==> src/lcms_ram.sv <==
// Simple dual-port RAM: one write port, one read port with registered data.
module lcms_ram #(
    parameter int WIDTH = 8,
    parameter int DEPTH = 16,
    localparam int ADDR_W = $clog2(DEPTH)
) (
    input  logic              clk,
    input  logic              we,
    input  logic [ADDR_W-1:0] waddr,
    input  logic [WIDTH-1:0]  wdata,
    input  logic              re,
    input  logic [ADDR_W-1:0] raddr,
    output logic [WIDTH-1:0]  rdata
);

    logic [WIDTH-1:0] mem [DEPTH];

    // Write and read both take effect at the clock edge; read data holds until the next read.
    always_ff @(posedge clk)
    begin
        if (we)
        begin
            mem[waddr] <= wdata;
        end
        if (re)
        begin
            rdata <= mem[raddr];
        end
    end

endmodule

==> config.mk <==
export PLATFORM = sky130hd
export DESIGN_NAME = lcms_ram
export DESIGN_NICKNAME = d
export VERILOG_FILES = /design/src/lcms_ram.sv
export SDC_FILE = /design/constraint.sdc
export NUM_CORES = 1
export LEC_CHECK = 0
export BUFFER_PORTS_ARGS = -buffer_cell sky130_fd_sc_hd__buf_4
export CORE_MARGIN = 2
export CORE_UTILIZATION = 53
export CTS_CLUSTER_DIAMETER = 200
export DETAILED_ROUTE_END_ITERATION = 6
export GPL_TIMING_DRIVEN = 0
export PLACE_DENSITY_LB_ADDON = 0.1
export SYNTH_ARGS = -nofsm -noshare
export SYNTH_HDL_FRONTEND = slang
export SYNTH_SLANG_ARGS = --single-unit
==> constraint.sdc <==
create_clock -name clk -period 1.9 [get_ports clk]
set_input_delay 0.285 -clock clk [delete_from_list [all_inputs] [get_ports clk]]
set_output_delay 0.285 -clock clk [all_outputs]
set_load 0.05 [all_outputs]
# After elaboration in Yosys (flattened, before gate mapping)
# Memory sizes are Yosys's and may differ from the RTL's. A register that Yosys moved wholly into a read port is not among the register bits.
# Cells that the tools add are included.
[totals]
ramBits = 128
mem_count = 1
regBits = 0
word_cells = 3
[mem_list]
columns = ["memory", "depth", "width", "rd", "rd_clocked_by_memory_dff", "wr", "line", "rtl"]
rows = [
  ["mem", 16, 8, 1, 1, 1, "16", "logic [WIDTH-1:0] mem [DEPTH];"],
]
[op_classes]
mux = 2
[op_table]
columns = ["cell", "count"]
rows = [
  ["$mux W1", 2],
]

# Logic depth before layout (Yosys ltp)
[depth]
ltp_word = 2
ltp_mapped = 5
ltp_nobuf = 3

# Worst setup path after synthesis
# Ideal clock, no wire load.
[synth_timing]
path_kind = "in2reg"
from = "input port waddr[2]"
to = "memory mem[0][0] (enable)"
arrival_time_ns = 1.395
path_slack_ns = 0.122
required_ns = 1.517
path_stages = 2
path_buffers = 0
setup_ns = 0.383
cell_sequence = "or3b_2 -> nor3_1"
[synth_rtl]
columns = ["item", "line", "rtl"]
rows = [
  ["start, declared", "9", "input logic [ADDR_W-1:0] waddr,"],
  ["end, declared", "16", ""],
]
# No word-level cell before the write port.

==> out/qor.csv <==
metric,value,unit
outcome,"complete, no violations",
hold_path_class,primary input to flop,
numPortBuffers,25,
period_minus_slack,1.52,ns
power.internal,5.24,mW
wirelength_met1,4440,um
finalPower,6.61,mW
cp-start-kind,flop,
worstPathMaxFanout,1,
synth_cell_types,18,
dp_hpwl,6140,um
clk_pin_slew,0.06,ns
worst-path-buf-inv,0,
slowest_stage,mux4_1,
dr.pass1.iters,4,
synth_enable_flop_cells,136,
syn_area,5230,um^2
path_cells,"mux4_1, a22oi_1, nand2_1",
pin_count,27,
worst_setup_path_end_kind,flop,
numClockSinks,136,
async_flop_share,0,
ctsHoldBuffers,0,
multiInputGateArea,1060,um^2
post_cts_buffers,0,
ant_nets,0,
cp_top_family,multiplexers,
fin_hold_ws,0.0482,ns
wl_per_cell,23.2,um
ys_ff_latch,136,
routed.top_layer,met4,
die_w,103,um
rr_endpoint,rdata[0]$_DFFE_PP_,
ir_worst_vdd,0.638,mV
grt_pass1_vias,2426,
r2r_slack,0.38,ns
max_slew_margin,0.165,
seqPwrFrac,0.514,
grt_max_degree,17,
hp-start,re,
min_path_cells,1,
ys_seq_area_frac,0.781,
worstMarginPinSlew,1.24,ns
p_sw_frac,0.208,
cts_resized,0,
hold_violations,0,
cts-buffers-inserted,17,
final_nets,292,
cpPeakStageDelay,0.55,ns
fin_setup_tns,0,ns
final_common_cell,edfxtp_1,
viasPerCell,5.74,
stdcell_area,6100,um^2
grtUsageTotal,0.204,
hold_path_end,rdata[3]$_DFFE_PP_,
wl_met2,4610,um
rows,36,
synth_top_area_frac,0.781,
avgSynthCellArea,22.8,um^2
die_h,103,um
area_delta_synth_final,16.6,%
drive_gt1_frac,0.284,
drcViolationCount,0,
setup_viol,0,
r2r_cells,3,
grt_pass1_wl,14400,um
h-tree-depth,4,
core-area,9680,um^2
syn_nets,248,
final_cell_mix,"136 x edfxtp_1, 26 x buf_4, 18 x mux4_2",
post-synth-top-area-cell,edfxtp_1,
clock.fmax,659,MHz
start_util,0.540,
synthCells,229,
cts_tree,built,
clkPwrFrac,0.428,
cp_data_required_time,2.16,ns
cp.arrival,1.78,ns
clock_path_buffers,2,
powerDensity,1080,nW/um^2
synth_area_leaders,"edfxtp_1 78%, mux4_2 7.8%, mux4_1 7.0%",
p_comb_frac,0.058,
drt_iter0_markers,183,
nFillCells,682,
dominantRegCellSynth,edfxtp_1,
wl,9690,um
n_antenna_cell,0,
routabilityCongestion,0.721,
power.leakage,2.02,nW
met3WireLength,493,um
vias,2400,
grt-ovfl-total,0,
yosys_warnings,0,
max_cap_viol_count,0,
crit_type,flop to flop,
seq_area,4080,um^2
dieArea,10700,um^2
rsz0062_at_grt,no,
period_share,0.799,
skew,0.00557,ns
p_switching,1.38,mW
antenna_found_initial,0,
final-max-slew-violation-count,0,
clock-root-buffer,clkbuf_8,
clock_latency,0.52,ns
placed_cell_area,5580,um^2
reg2reg_from,mem[4][0]$_DFFE_PP_,
routing by layer:
| metal | up-vias | global-route usage |
|---|---|---|
| li1 | 1069 | - |
| met1 | 1244 | 0.291 |
| met2 | 75 | 0.299 |
| met3 | 12 | 0.0605 |
| met4 | 0 | 0.0840 |
| met5 | - | 0 |
cell usage after synthesis, types with 2 or more instances:
library cell and instances:
a22oi_1 16, buf_2 3, buf_6 3, clkdlybuf4s25_2 3
edfxtp_1 136, mux4_1 14, mux4_2 18, nand2_1 9
nand2b_1 2, nand3b_1 2, nor2_1 13, nor3_1 4
kinds of logic after synthesis:
logic type             share of synthesized area
AOI/OAI and AO/OA                         0.0230
muxes                                      0.148
buffers and inverters                     0.0165
and+or+nand+nor                           0.0314
DFF                                        0.781
registers in the layout, indices dropped and copies added, names as in the netlist:
signal / flops
mem: 128
rdata: 8
final cells by class:
type,count,area share
multi-input cells,83,0.174
clock buffers,21,0.0704
clock inverters,10,0.0133
plain buffers,10,0.0142
well taps,133,0.0273
flip-flops and latches,136,0.670
repair buffers,25,0.0308
through the flow:
step,cells,setup slack (ns),utilization
final,418,0.382,0.630
after CTS,418,0.0590,0.629
after global placement,387,-0.459,0.576
after floorplan,229,0.122,-
after detailed placement,387,-0.484,0.576
after global routing,418,0.310,0.630
worst max-delay path by stage:
stage / startpoint / to / slack (ns) / cells after the start
final: mem[4][0]$_DFFE_PP_ / rdata[0]$_DFFE_PP_ / 0.38 / 3
after global placement: waddr[2] / mem[0][3]$_DFFE_PP_ / -0.46 / 3
after global routing: mem[4][0]$_DFFE_PP_ / rdata[0]$_DFFE_PP_ / 0.31 / 3
after detailed placement: waddr[2] / mem[0][4]$_DFFE_PP_ / -0.48 / 3
after CTS: waddr[2] / mem[0][7]$_DFFE_PP_ / 0.06 / 3
after floorplan: waddr[2] / mem[0][0]$_DFFE_PP_ / 0.12 / 2
power by group through the flow:
stage	Sequential, mW	Clock (mW)	Combinational [mW]
floorplan	3.51	0	0.171
global placement	3.46	0	0.380
detailed placement	3.46	0	0.387
CTS	3.40	2.87	0.387
global route	3.40	3.04	0.412
finish	3.40	2.83	0.384
Power figures use the tool's default switching activity.
